## config.mk

```make
export PLATFORM = sky130hd
export DESIGN_NAME = srecord_stream_decoder
export DESIGN_NICKNAME = d
export VERILOG_FILES = /design/src/hdl/srd_pkg.sv /design/src/hdl/srecord_stream_decoder.sv /design/src/hdl/srd_core.sv
export SDC_FILE = /design/constraint.sdc
export NUM_CORES = 1
export LEC_CHECK = 0
export BUFFER_PORTS_ARGS = -buffer_cell sky130_fd_sc_hd__buf_4
export CAP_MARGIN = 10
export CORE_ASPECT_RATIO = 1.5
export CORE_MARGIN = 2
export CORE_UTILIZATION = 61
export DETAILED_ROUTE_END_ITERATION = 6
export GPL_TIMING_DRIVEN = 0
export PLACE_DENSITY = 0.85
export SLEW_MARGIN = 25
export SYNTH_ARGS = -nofsm -noshare
export SYNTH_HDL_FRONTEND = slang
export SYNTH_SLANG_ARGS = --single-unit
```

## constraint.sdc

```tcl
create_clock -name clk -period 7.3 [get_ports clk]
set_clock_uncertainty 0.2 [all_clocks]
set_input_delay 1.095 -clock clk [delete_from_list [all_inputs] [get_ports clk]]
set_output_delay 1.095 -clock clk [all_outputs]
set_load 0.01 [all_outputs]
```

## src/hdl/srd_pkg.sv

```systemverilog
// ----------------------------------------------------------------------------
// srd_pkg - shared types and helpers for the S-record stream decoder
// Result kinds, register indexes, configuration and result records, and the
// small character decoders used by the decode core.
// ----------------------------------------------------------------------------
package srd_pkg;

    localparam int unsigned CFG_INDEX_W = 2;

    typedef enum logic [CFG_INDEX_W-1:0] {
        REG_REGION_START = 2'd0,
        REG_REGION_END   = 2'd1,
        REG_STRAY_LIMIT  = 2'd2
    } reg_index_t;

    localparam logic [31:0] REGION_START_RESET = 32'h0000_A000;
    localparam logic [31:0] REGION_END_RESET   = 32'h0000_C800;
    localparam logic [7:0]  STRAY_LIMIT_RESET  = 8'd200;

    localparam logic [7:0] CHAR_S    = 8'h53;
    localparam logic [7:0] CHAR_0    = 8'h30;
    localparam logic [7:0] CHAR_4    = 8'h34;
    localparam logic [7:0] CHAR_9    = 8'h39;
    localparam logic [7:0] CHAR_UA   = 8'h41;
    localparam logic [7:0] CHAR_UF   = 8'h46;
    localparam logic [7:0] CHAR_LA   = 8'h61;
    localparam logic [7:0] CHAR_LF   = 8'h66;
    localparam logic [3:0] TYPE_BAD  = 4'hF;
    localparam logic [7:0] SUM_GOOD  = 8'hFF;

    typedef enum logic [2:0] {
        KIND_DATA  = 3'd0,
        KIND_OK    = 3'd1,
        KIND_END   = 3'd2,
        KIND_BAD   = 3'd3,
        KIND_RANGE = 3'd4,
        KIND_SYNC  = 3'd5
    } kind_t;

    typedef struct packed {
        logic [31:0] region_start;
        logic [31:0] region_end;
        logic [7:0]  stray_limit;
    } cfg_t;

    typedef struct packed {
        kind_t       kind;
        logic [31:0] byte_address;
        logic [7:0]  data_value;
        logic [7:0]  data_count;
    } result_t;

    // {valid, nibble}; a non-hex character gives nibble zero
    function automatic logic [4:0] hex_nibble(input logic [7:0] c);
        logic [7:0] d;
        d = 8'd0;
        if (c >= CHAR_0 && c <= CHAR_9) begin
            d = c - CHAR_0;
            return {1'b1, d[3:0]};
        end
        if (c >= CHAR_UA && c <= CHAR_UF) begin
            d = c - CHAR_UA + 8'd10;
            return {1'b1, d[3:0]};
        end
        if (c >= CHAR_LA && c <= CHAR_LF) begin
            d = c - CHAR_LA + 8'd10;
            return {1'b1, d[3:0]};
        end
        return 5'd0;
    endfunction

    // address field length in bytes for a record type
    function automatic logic [2:0] addr_bytes(input logic [3:0] t);
        case (t)
            4'd2, 4'd6, 4'd8: return 3'd3;
            4'd3, 4'd7:       return 3'd4;
            default:          return 3'd2;
        endcase
    endfunction

endpackage

```

## src/hdl/srecord_stream_decoder.sv

```systemverilog
// ----------------------------------------------------------------------------
// srecord_stream_decoder - Motorola S-record stream decoder
// Decodes one ASCII character per word into data bytes with addresses and
// one verdict per line; halts on error or end record until reset.
//
//   channel   direction  handshake                payload
//   input     in         in_valid / in_ready      rx_char
//   output    out        out_valid / out_ready    kind, byte_address,
//                                                 data_value, data_count
//   config    in         cfg_write                cfg_index, cfg_data
//
// One character per cycle while the output is not stalled; an accepted character
// passes the input register, then is decoded into the result register.
// The input register advances whenever the result register is empty or
// being taken, so a stalled output holds at most one word on each side.
// Reset clears the line state, the halt flag and the registers to their
// defaults; no clearing pass is needed.
// ----------------------------------------------------------------------------
module srecord_stream_decoder #(
    parameter int unsigned MAX_LINE_BYTES = 255
) (
    input  logic        clk,
    input  logic        rst_n,
    input  logic        in_valid,
    output logic        in_ready,
    input  logic [7:0]  rx_char,
    output logic        out_valid,
    input  logic        out_ready,
    output logic [2:0]  kind,
    output logic [31:0] byte_address,
    output logic [7:0]  data_value,
    output logic [7:0]  data_count,
    input  logic        cfg_write,
    input  logic [1:0]  cfg_index,
    input  logic [31:0] cfg_data
);

    srd_pkg::cfg_t    cfg_reg;
    logic             in_valid_reg;
    logic [7:0]       char_reg;
    logic             out_valid_reg;
    srd_pkg::result_t out_reg;
    logic             advance;
    logic             res_valid;
    srd_pkg::result_t res;

    assign advance   = in_valid_reg && (!out_valid_reg || out_ready);
    assign in_ready  = !in_valid_reg || advance;
    assign out_valid = out_valid_reg;

    assign kind         = out_reg.kind;
    assign byte_address = out_reg.byte_address;
    assign data_value   = out_reg.data_value;
    assign data_count   = out_reg.data_count;

    always_ff @(posedge clk or negedge rst_n)
    begin
        if (!rst_n) begin
            cfg_reg.region_start <= srd_pkg::REGION_START_RESET;
            cfg_reg.region_end   <= srd_pkg::REGION_END_RESET;
            cfg_reg.stray_limit  <= srd_pkg::STRAY_LIMIT_RESET;
        end else if (cfg_write) begin
            unique case (cfg_index)
                srd_pkg::REG_REGION_START: cfg_reg.region_start <= cfg_data;
                srd_pkg::REG_REGION_END:   cfg_reg.region_end   <= cfg_data;
                srd_pkg::REG_STRAY_LIMIT:  cfg_reg.stray_limit  <= cfg_data[7:0];
                default: ;
            endcase
        end
    end

    // input register: hold the word until the decode step takes it
    always_ff @(posedge clk or negedge rst_n)
    begin
        if (!rst_n) begin
            in_valid_reg <= 1'b0;
        end else if (in_ready) begin
            in_valid_reg <= in_valid;
        end
    end

    always_ff @(posedge clk)
    begin
        if (in_valid && in_ready) begin
            char_reg <= rx_char;
        end
    end

    srd_core #(
        .MAX_LINE_BYTES (MAX_LINE_BYTES)
    ) u_core (
        .clk       (clk),
        .rst_n     (rst_n),
        .step      (advance),
        .rx_char   (char_reg),
        .cfg       (cfg_reg),
        .res_valid (res_valid),
        .res       (res)
    );

    // result register: load on a step, drop once taken
    always_ff @(posedge clk or negedge rst_n)
    begin
        if (!rst_n) begin
            out_valid_reg <= 1'b0;
        end else if (advance) begin
            out_valid_reg <= res_valid;
        end else if (out_ready) begin
            out_valid_reg <= 1'b0;
        end
    end

    always_ff @(posedge clk)
    begin
        if (advance && res_valid) begin
            out_reg <= res;
        end
    end

    // a pending result is never overwritten while stalled
    a_no_overrun: assert property (@(posedge clk) disable iff (!rst_n)
        (out_valid_reg && !out_ready) |-> !advance)
        else $error("result register overwritten while stalled");

    // the result register follows the decode step
    a_out_follow: assert property (@(posedge clk) disable iff (!rst_n)
        advance |=> (out_valid_reg == $past(res_valid)))
        else $error("result register out of step with decoder");

    // data words carry no line count
    a_data_count: assert property (@(posedge clk) disable iff (!rst_n)
        (out_valid_reg && out_reg.kind == srd_pkg::KIND_DATA) |-> (out_reg.data_count == 8'd0))
        else $error("data word with a non-zero count");

endmodule

```

## src/hdl/srd_core.sv

```systemverilog
// ----------------------------------------------------------------------------
// srd_core - S-record decode state and per-character update
// Holds the line state and works out, for one character, the next state and
// the result word (if any) it produces.
// ----------------------------------------------------------------------------
module srd_core #(
    parameter int unsigned MAX_LINE_BYTES = 255
) (
    input  logic             clk,
    input  logic             rst_n,
    input  logic             step,
    input  logic [7:0]       rx_char,
    input  srd_pkg::cfg_t    cfg,
    output logic             res_valid,
    output srd_pkg::result_t res
);

    typedef enum logic [2:0] {
        PH_HUNT  = 3'd0,
        PH_TYPE  = 3'd1,
        PH_COUNT = 3'd2,
        PH_BODY  = 3'd3,
        PH_TERM1 = 3'd4,
        PH_TERM2 = 3'd5
    } phase_t;

    localparam logic [7:0] MAX_BYTES = 8'(MAX_LINE_BYTES);

    phase_t      phase_reg, phase_next;
    logic [3:0]  type_reg, type_next;
    logic [7:0]  left_reg, left_next;
    logic [7:0]  length_reg, length_next;
    logic [31:0] start_reg, start_next;
    logic [3:0]  high_reg, high_next;
    logic        pend_reg, pend_next;
    logic [7:0]  sum_reg, sum_next;
    logic [7:0]  index_reg, index_next;
    logic [7:0]  stray_reg, stray_next;
    logic        bad_reg, bad_next;
    logic        halted_reg, halted_next;

    logic [4:0]  hex;
    logic [7:0]  byte_val;
    logic [7:0]  pos;
    logic [7:0]  left_dec;
    logic [7:0]  sum_add;
    logic [2:0]  abytes;
    logic        data_type;
    logic [32:0] end_point;
    logic [7:0]  type_off;

    always_comb
    begin
        hex       = srd_pkg::hex_nibble(rx_char);
        byte_val  = {high_reg, hex[3:0]};
        abytes    = srd_pkg::addr_bytes(type_reg);
        pos       = length_reg - left_reg;
        left_dec  = left_reg - 8'd1;
        sum_add   = sum_reg + byte_val;
        data_type = (type_reg >= 4'd1) && (type_reg <= 4'd3);
        end_point = {1'b0, start_reg} + {25'd0, index_reg};
        type_off  = rx_char - srd_pkg::CHAR_0;

        phase_next  = phase_reg;
        type_next   = type_reg;
        left_next   = left_reg;
        length_next = length_reg;
        start_next  = start_reg;
        high_next   = high_reg;
        pend_next   = pend_reg;
        sum_next    = sum_reg;
        index_next  = index_reg;
        stray_next  = stray_reg;
        bad_next    = bad_reg;
        halted_next = halted_reg;

        res_valid        = 1'b0;
        res.kind         = srd_pkg::KIND_DATA;
        res.byte_address = 32'd0;
        res.data_value   = 8'd0;
        res.data_count   = 8'd0;

        if (step && !halted_reg) begin
            unique case (phase_reg)
                PH_HUNT:
                begin
                    if (rx_char == srd_pkg::CHAR_S) begin
                        stray_next  = 8'd0;
                        type_next   = 4'd0;
                        left_next   = 8'd0;
                        length_next = 8'd0;
                        start_next  = 32'd0;
                        high_next   = 4'd0;
                        pend_next   = 1'b0;
                        sum_next    = 8'd0;
                        index_next  = 8'd0;
                        bad_next    = 1'b0;
                        phase_next  = PH_TYPE;
                    end else if (stray_reg >= cfg.stray_limit) begin
                        halted_next = 1'b1;
                        res_valid   = 1'b1;
                        res.kind    = srd_pkg::KIND_SYNC;
                    end else begin
                        stray_next = stray_reg + 8'd1;
                    end
                end
                PH_TYPE:
                begin
                    if (rx_char >= srd_pkg::CHAR_0 && rx_char <= srd_pkg::CHAR_9
                        && rx_char != srd_pkg::CHAR_4) begin
                        type_next = type_off[3:0];
                    end else begin
                        type_next = srd_pkg::TYPE_BAD;
                        bad_next  = 1'b1;
                    end
                    phase_next = PH_COUNT;
                end
                PH_COUNT, PH_BODY:
                begin
                    if (!hex[4]) begin
                        bad_next = 1'b1;
                    end
                    if (!pend_reg) begin
                        high_next = hex[3:0];
                        pend_next = 1'b1;
                    end else begin
                        pend_next = 1'b0;
                        if (phase_reg == PH_COUNT) begin
                            length_next = byte_val;
                            left_next   = byte_val;
                            sum_next    = byte_val;
                            if (byte_val <= {5'd0, abytes} || byte_val > MAX_BYTES) begin
                                bad_next = 1'b1;
                            end
                            phase_next = (byte_val == 8'd0) ? PH_TERM1 : PH_BODY;
                        end else begin
                            left_next = left_dec;
                            sum_next  = sum_add;
                            if (left_dec == 8'd0) begin
                                // checksum byte closes the line
                                if (sum_add != srd_pkg::SUM_GOOD) begin
                                    bad_next = 1'b1;
                                end
                                phase_next = PH_TERM1;
                            end else if (pos < {5'd0, abytes}) begin
                                start_next = {start_reg[23:0], byte_val};
                            end else if (data_type) begin
                                index_next       = index_reg + 8'd1;
                                res_valid        = 1'b1;
                                res.kind         = srd_pkg::KIND_DATA;
                                res.byte_address = end_point[31:0];
                                res.data_value   = byte_val;
                            end
                        end
                    end
                end
                PH_TERM1:
                begin
                    phase_next = PH_TERM2;
                end
                PH_TERM2:
                begin
                    res_valid        = 1'b1;
                    res.byte_address = start_reg;
                    res.data_count   = index_reg;
                    if (bad_reg) begin
                        res.kind = srd_pkg::KIND_BAD;
                    end else if (data_type) begin
                        if (start_reg < cfg.region_start
                            || end_point >= {1'b0, cfg.region_end}) begin
                            res.kind = srd_pkg::KIND_RANGE;
                        end else begin
                            res.kind = srd_pkg::KIND_OK;
                        end
                    end else if (type_reg >= 4'd7 && type_reg <= 4'd9) begin
                        res.kind = srd_pkg::KIND_END;
                    end else begin
                        res.kind = srd_pkg::KIND_OK;
                    end
                    if (res.kind != srd_pkg::KIND_OK) begin
                        halted_next = 1'b1;
                    end
                    phase_next = PH_HUNT;
                end
                default:
                begin
                    phase_next = PH_HUNT;
                end
            endcase
        end
    end

    always_ff @(posedge clk or negedge rst_n)
    begin
        if (!rst_n) begin
            phase_reg  <= PH_HUNT;
            type_reg   <= 4'd0;
            left_reg   <= 8'd0;
            length_reg <= 8'd0;
            start_reg  <= 32'd0;
            high_reg   <= 4'd0;
            pend_reg   <= 1'b0;
            sum_reg    <= 8'd0;
            index_reg  <= 8'd0;
            stray_reg  <= 8'd0;
            bad_reg    <= 1'b0;
            halted_reg <= 1'b0;
        end else begin
            phase_reg  <= phase_next;
            type_reg   <= type_next;
            left_reg   <= left_next;
            length_reg <= length_next;
            start_reg  <= start_next;
            high_reg   <= high_next;
            pend_reg   <= pend_next;
            sum_reg    <= sum_next;
            index_reg  <= index_next;
            stray_reg  <= stray_next;
            bad_reg    <= bad_next;
            halted_reg <= halted_next;
        end
    end

    // once halted, stay halted until reset
    a_halt_sticky: assert property (@(posedge clk) disable iff (!rst_n)
        halted_reg |=> halted_reg)
        else $error("decoder left the halted state");

    // a halted decoder gives no result
    a_halt_silent: assert property (@(posedge clk) disable iff (!rst_n)
        halted_reg |-> !res_valid)
        else $error("result produced while halted");

    // every line that reaches the second terminator gives a verdict
    a_verdict: assert property (@(posedge clk) disable iff (!rst_n)
        (step && !halted_reg && phase_reg == PH_TERM2) |-> (res_valid && res.kind != srd_pkg::KIND_DATA))
        else $error("line closed without a verdict");

    // data words only come out of the body of a data line
    a_data_body: assert property (@(posedge clk) disable iff (!rst_n)
        (res_valid && res.kind == srd_pkg::KIND_DATA) |-> (phase_reg == PH_BODY && data_type))
        else $error("data word outside a data record body");

endmodule
```

; ---- Yosys cells after proc, flatten, opt, wreduce, memory -nomap -nowiden
; Index checks and enable logic that the tools add are counted.
[totals]
ff_bits = 219
word_cells = 218
[op_classes]
add_sub_neg = 11
order_cmp = 16
n_eq_ne = 31
n_mux = 89
n_bitwise = 4
n_reduce_logical = 45
[op_table]
columns = cell, count
row1 = $mux 43, 4
row2 = $mux 32, 5
row3 = $pmux 32 s2, 2
row4 = $mux 8, 14
row5 = $pmux 8 s2, 4
row6 = $mux 40, 1
row7 = $mux 3, 12
row8 = $add 32x8->33, 1
row9 = $ge 33x32->1, 1
row10 = $lt 32x32->1, 1
row11 = $mux 5, 6
row12 = $mux 1, 28
row13 = $add 8x1->8 const B, 2
row14 = $ge 8x7->1 const B, 2
row15 = $le 8x7->1 const B, 2
row16 = $logic_not 8->1, 2
row17 = $ne 2x1->1 const B, 8
row18 = $pmux 4 s2, 2
row19 = $reduce_and 4->1, 4
row20 = $mux 4, 3
row21 = $ne 2x2->1 const B, 6
row22 = $pmux 3 s4, 1
row23 = $sub 4x1->4 const B, 3
row24 = $logic_and 1x1->1, 10
row25 = other kinds (46), 72

; ---- Longest topological paths before layout
[logic_depth]
ltp_word = 16
mapped_depth = 19
mapped_depth_nobuf = 18

; ---- Cells and area by module
; From an unflattened synthesis, not the netlist that was laid out.
[hier_totals]
cells_unflattened = 1301
hier_area_um2 = 13116.3
[modules_own_cells]
columns = mod, instances, cells_each, area_each_um2, seq_area_each_um2
row1 = srd_core, 1, 1079, 8524.4, 2152.1
row2 = srecord_stream_decoder, 1, 222, 4591.9, 3633.5

; ---- Worst setup path after synthesis
; OpenSTA, ideal clock, no wires.
[synth_path]
kind = reg2reg
startpoint = reg u_core.left_reg[0]
endpoint = reg out_reg (netlist bit byte_address[0]), enable pin
arrival_time_ns = 4.686
t_required_ns = 6.640
setup_slack_ns = 1.954
stages_incl_launch_ff = 11
path_cell_list = dfrtp_1 -> ha_1 -> fa_1 -> xnor2_1 -> ha_1 -> o21ai_0 -> o21ai_0 -> a211oi_4 -> nor4_2 -> nor2_1 -> nor2_1
[synth_between]
elab_chain_len = 9
elab_cells_between_ends = 11
cone_classes = add/sub (2) / order compare (1) / mux (6) / reduce/logical (2)
[synth_rtl]
columns = item, line
row1 = start: declaration, srd_core.sv:31  ; logic [7:0] left_reg, left_next;
row2 = start signal: assignment, srd_core.sv:211  ; left_reg <= left_next;
row3 = $sub 8x8->8, srd_core.sv:57  ; pos = length_reg - left_reg;
row4 = $lt 8x3->1, srd_core.sv:145  ; end else if (pos < {5'd0, abytes}) begin
row5 = $mux 1, srd_core.sv:145
row6 = $mux 1 (*), srd_core.sv:139  ; if (left_dec == 8'd0) begin
row7 = $mux 1 (*), srd_core.sv:128  ; if (phase_reg == PH_COUNT) begin
row8 = $mux 1 (*), srd_core.sv:123  ; if (!pend_reg) begin
row9 = $pmux 1 s3 (*), srd_core.sv:84  ; unique case (phase_reg)
row10 = $mux 1 (*), srd_core.sv:83  ; if (step && !halted_reg) begin
row11 = $logic_and 1x1->1 (*), srecord_stream_decoder.sv:115  ; if (advance && res_valid) begin
row12 = end signal: assignment, srecord_stream_decoder.sv:116  ; out_reg <= res;
row13 = end: declaration, srecord_stream_decoder.sv:42  ; srd_pkg::result_t out_reg;
; Every way passes the cells marked *; elsewhere a longest branch is shown, timed or not.
; A chain may end at the register's enable or synchronous reset.

; ---- Worst setup path after layout
[layout_path]
startpoint = reg u_core.start_reg[0]
endpoint = reg out_reg (netlist bit kind[2]), data pin
[layout_between]
elab_chain_len = 9
elab_cells_between_ends = 10
cone_classes = add/sub (1) / order compare (2) / mux (6) / reduce/logical (1)
[layout_rtl]
columns = item, line
row1 = start: declaration, srd_core.sv:33  ; logic [31:0] start_reg, start_next;
row2 = start signal: assignment, srd_core.sv:213  ; start_reg <= start_next;
row3 = $add 32x8->33, srd_core.sv:61  ; end_point = {1'b0, start_reg} + {25'd0, index_reg};
row4 = $ge 33x32->1, srd_core.sv:170  ; || end_point >= {1'b0, cfg.region_end}) begin
row5 = $logic_or 1x1->1 (*), srd_core.sv:170
row6 = $mux 3 (*), srd_core.sv:169  ; if (start_reg < cfg.region_start
row7 = $mux 3 (*), srd_core.sv:168  ; end else if (data_type) begin
row8 = $mux 3 (*), srd_core.sv:166  ; if (bad_reg) begin
row9 = $mux 3 (*), srd_core.sv:84
row10 = $mux 3 (*), srd_core.sv:83
row11 = $pmux 3 s3 (*), srd_core.sv:84
; Every way passes the cells marked *; elsewhere a longest branch is shown, timed or not. The select of a mux whose other input is x is not followed.

==> results.md <==
* PortBufs at 99
* Worst setup EP type: register
* Worst-skew pair later-pin latency at 520 ps
* Outcome: finished clean
* Root Driver: clkbuf_16
* GRT Total Usage at 31.9%
* Slew at the pin closest to its max-slew limit at just under 1000 ps
* Initial antenna violation count at 0
* Register area at a little under 0.006 mm²
* Maximum clock insertion buffer count at 3
* RSZ-0062 raised after global routing: false
* Non-filler instance count after layout at around 1700
* CP Max Fanout at 9
* NumNets Final at roughly 1600
* CTS clk-pin slew, worst paths at around 70 ps
* TritonRoute pass-1 iters at 5
* Most frequent cells in the layout: dfrtp_1 (152), nand2_1 (108), ha_1 (106)
* # diodes at 0
* Most common flop cell mapped by yosys: dfrtp_1
* Postcts setup bufs at 0
* Max FFs per register at 72
* CORE AREA at just over 0.02 mm²
* Dpl cells at around 1600
* VDD IR max at around 0.25 mV
* CTS Hold Bufs at 0
* Placer Congestion at roughly 0.9
* Max_cap viols at 0
* Ys Warns at 0
* Drt first-iter violations at 815
* Crit path required time at 7340 ps
* P&R area growth vs syn at 15.5%
* I/O Pins at 100
* Most common cell after layout, fill and taps aside: dfrtp_1
* Row cnt at 64
* Number of global-route vias before repair at about 11000
* Gr ovfl total at 0
* Routed Antenna Nets at 0
* Final setup viols at 0
* Initial Utilization at 62.0%
* Yosys reg bits at around 220
* Distinct cells, synth at 64
* Critical Path Source Type: register
* Static leakage at 6.57 nW
* Fin crit share at between 70% and 80%
* Die area at ~0.022 mm²
* DP Wirelength at 25400 µm
* Max Transition Viols Final at 0
* Setup TNS at 0 ps
* Mapped Area at 0.0127 mm²
* Final wirelength at roughly 34000 µm
* Post-Synthesis Cells at between 1000 and 1500
* Die Ht at ~180 µm
* Fillers at approximately 1500
* PostCTS Resize Cnt at 0
* Htree depth at 1
* Hold Vio Cnt, Final at 0
* Die Wd at around 120 µm
* Arr. time, crit path at 5250 ps
* FMAX at 192 MHz
* Final Critical Period at between 5000 and 6000 ps
* Critical path class: register to register
* PD cells at about 270 mW/mm²
* EDFF count, synth at about 60
* Vias at roughly 11000
* Clock sink count at 219
* HP Class: register to register
* Tot Pwr at 3.88 mW
* DR WL/cell at ~20 µm
* Asr flop ratio synth at about 73%
* Post-Syn Nets at 1426
* Area of the multi-input gates at 0.00631 mm²
* Reg2Reg Setup Slack at 2100 ps
* DR vias/cell at between 6 and 7
* Share of cells above drive strength 1 at between 10% and 20%
* Pin count of the biggest net entering global routing at just under 90
* Rel. slew slack at between 30 and 40%
* First-pass GRT wire length at between 50000 and 60000 µm
* Syn avg cell area at approximately 10 µm²
* Num CTS Buffers at 22
* CTS tree: built
* DRC Markers at 0
* Seq/Total Area, Yosys at 45.7%
[cell type report]
cell class / instances / area share, %
Multi-Input combinational cell: 899 / 43.1
Sequential cell: 219 / 39.6
Timing Repair Buffer: 102 / 5.65
Clock buffer: 29 / 4.23
Inverter: 106 / 2.72
Tap cell: 264 / 2.26
Buffer: 46 / 1.40
Clock inverter: 11 / 1.09
[synthesized netlist by cell type (5+ instances only)]
master	n	share of area (%)
a211oi_1	6	0.36
mux2_2	45	4.0
o31ai_1	6	0.36
edfxtp_1	59	14
and3_1	19	0.94
inv_1	105	3.1
nand3_1	39	1.5
a22oi_1	16	0.95
o211ai_1	5	0.30
a21oi_1	58	2.3
nor2b_1	18	0.89
dfrtp_1	152	30
nand2_1	108	3.2
xnor2_1	30	2.1
buf_2	8	0.32
nor4_1	8	0.40
ha_1	106	10
o21a_1	10	0.59
xor2_1	17	1.2
nand4_1	17	0.84
a21o_1	15	0.89
nand3b_1	8	0.47
or4_1	5	0.30
nor2_1	83	2.5
nand2b_1	15	0.74
a22o_1	48	3.3
mux2i_1	9	0.71
dfstp_2	8	1.7
nor3_1	26	1.0
and2_1	12	0.59
clkbuf_1	31	0.92
o21ai_0	103	4.1
nor3b_1	7	0.41
a31oi_1	11	0.54
[critical path, cell delays in order (launching register included)]
cell and delay (ps):
dfrtp_1 470, ha_1 210, inv_1 60, fa_1 400, nor2b_1 120, o21ai_0 160, a21oi_1 630, and3_1 260
buf_2 230, nand3_1 160, xnor2_1 160, ha_1 300, a21o_1 160, a21oi_1 160, o21ai_0 100, o21ai_0 140
a21oi_1 100, a41o_1 210, a311oi_1 540, o31ai_1 150
[metrics by stage]
stage	util [%]	hold WS (ps)	setup slack, ps	area [µm²]
global placement	67.3	266	65.3	13700
CTS	71.6	286	2190	14600
global route	71.6	314	1760	14600
finish	71.6	286	2100	14600
floorplan	-	253	1950	12700
detailed placement	67.8	272	2200	13800
[per-layer routing]
layer / routed length, µm / up-vias / track usage, %
li1: - / 4824 / -
met5: 0 / - / 0
met1: 11800 / 5064 / 34.4
met3: 2020 / 185 / 4.40
met4: 3050 / 0 / 24.1
met2: 17300 / 478 / 55.6
[worst paths after layout]
kind | from | to | cells after the start
max | u_core.start_reg[0]$_DFFE_PN0P_ | kind[2]$_SDFFCE_PN0P_ | 19
min | u_core.sum_reg[0]$_DFFE_PN0P_ | u_core.sum_reg[0]$_DFFE_PN0P_ | 2
min reg2reg | u_core.sum_reg[0]$_DFFE_PN0P_ | u_core.sum_reg[0]$_DFFE_PN0P_ | 2
max reg2reg | u_core.start_reg[0]$_DFFE_PN0P_ | kind[2]$_SDFFCE_PN0P_ | 19
min in group asynchronous | rst_n | cfg_reg[33]$_DFFE_PN0P_ | 1
max in group asynchronous | rst_n | u_core.index_reg[6]$_DFFE_PN0P_ | 2
[where the power goes]
group	internal, mW	total [mW]	switching, mW	leakage, nW
Combinational	0.413	1.10	0.684	3.61
Clock	0.738	1.23	0.489	0.377
Sequential	1.43	1.56	0.131	2.58
Total	2.58	3.88	1.30	6.57
[cells by family (layout without fill, tap and decap cells)]
group,after synthesis,after routing,synth area share [%]
AO/OA/AOI/OAI,306,306,15.7
XOR/XNOR,47,47,3.25
adder cells (fa/ha/maj),109,109,10.9
buffers and inverters,152,294,4.76
flip-flops,219,219,45.7
multiplexers,54,54,4.71
AND/OR/NAND/NOR,383,383,15.0
No activity file was read; power rests on OpenSTA's default activity.
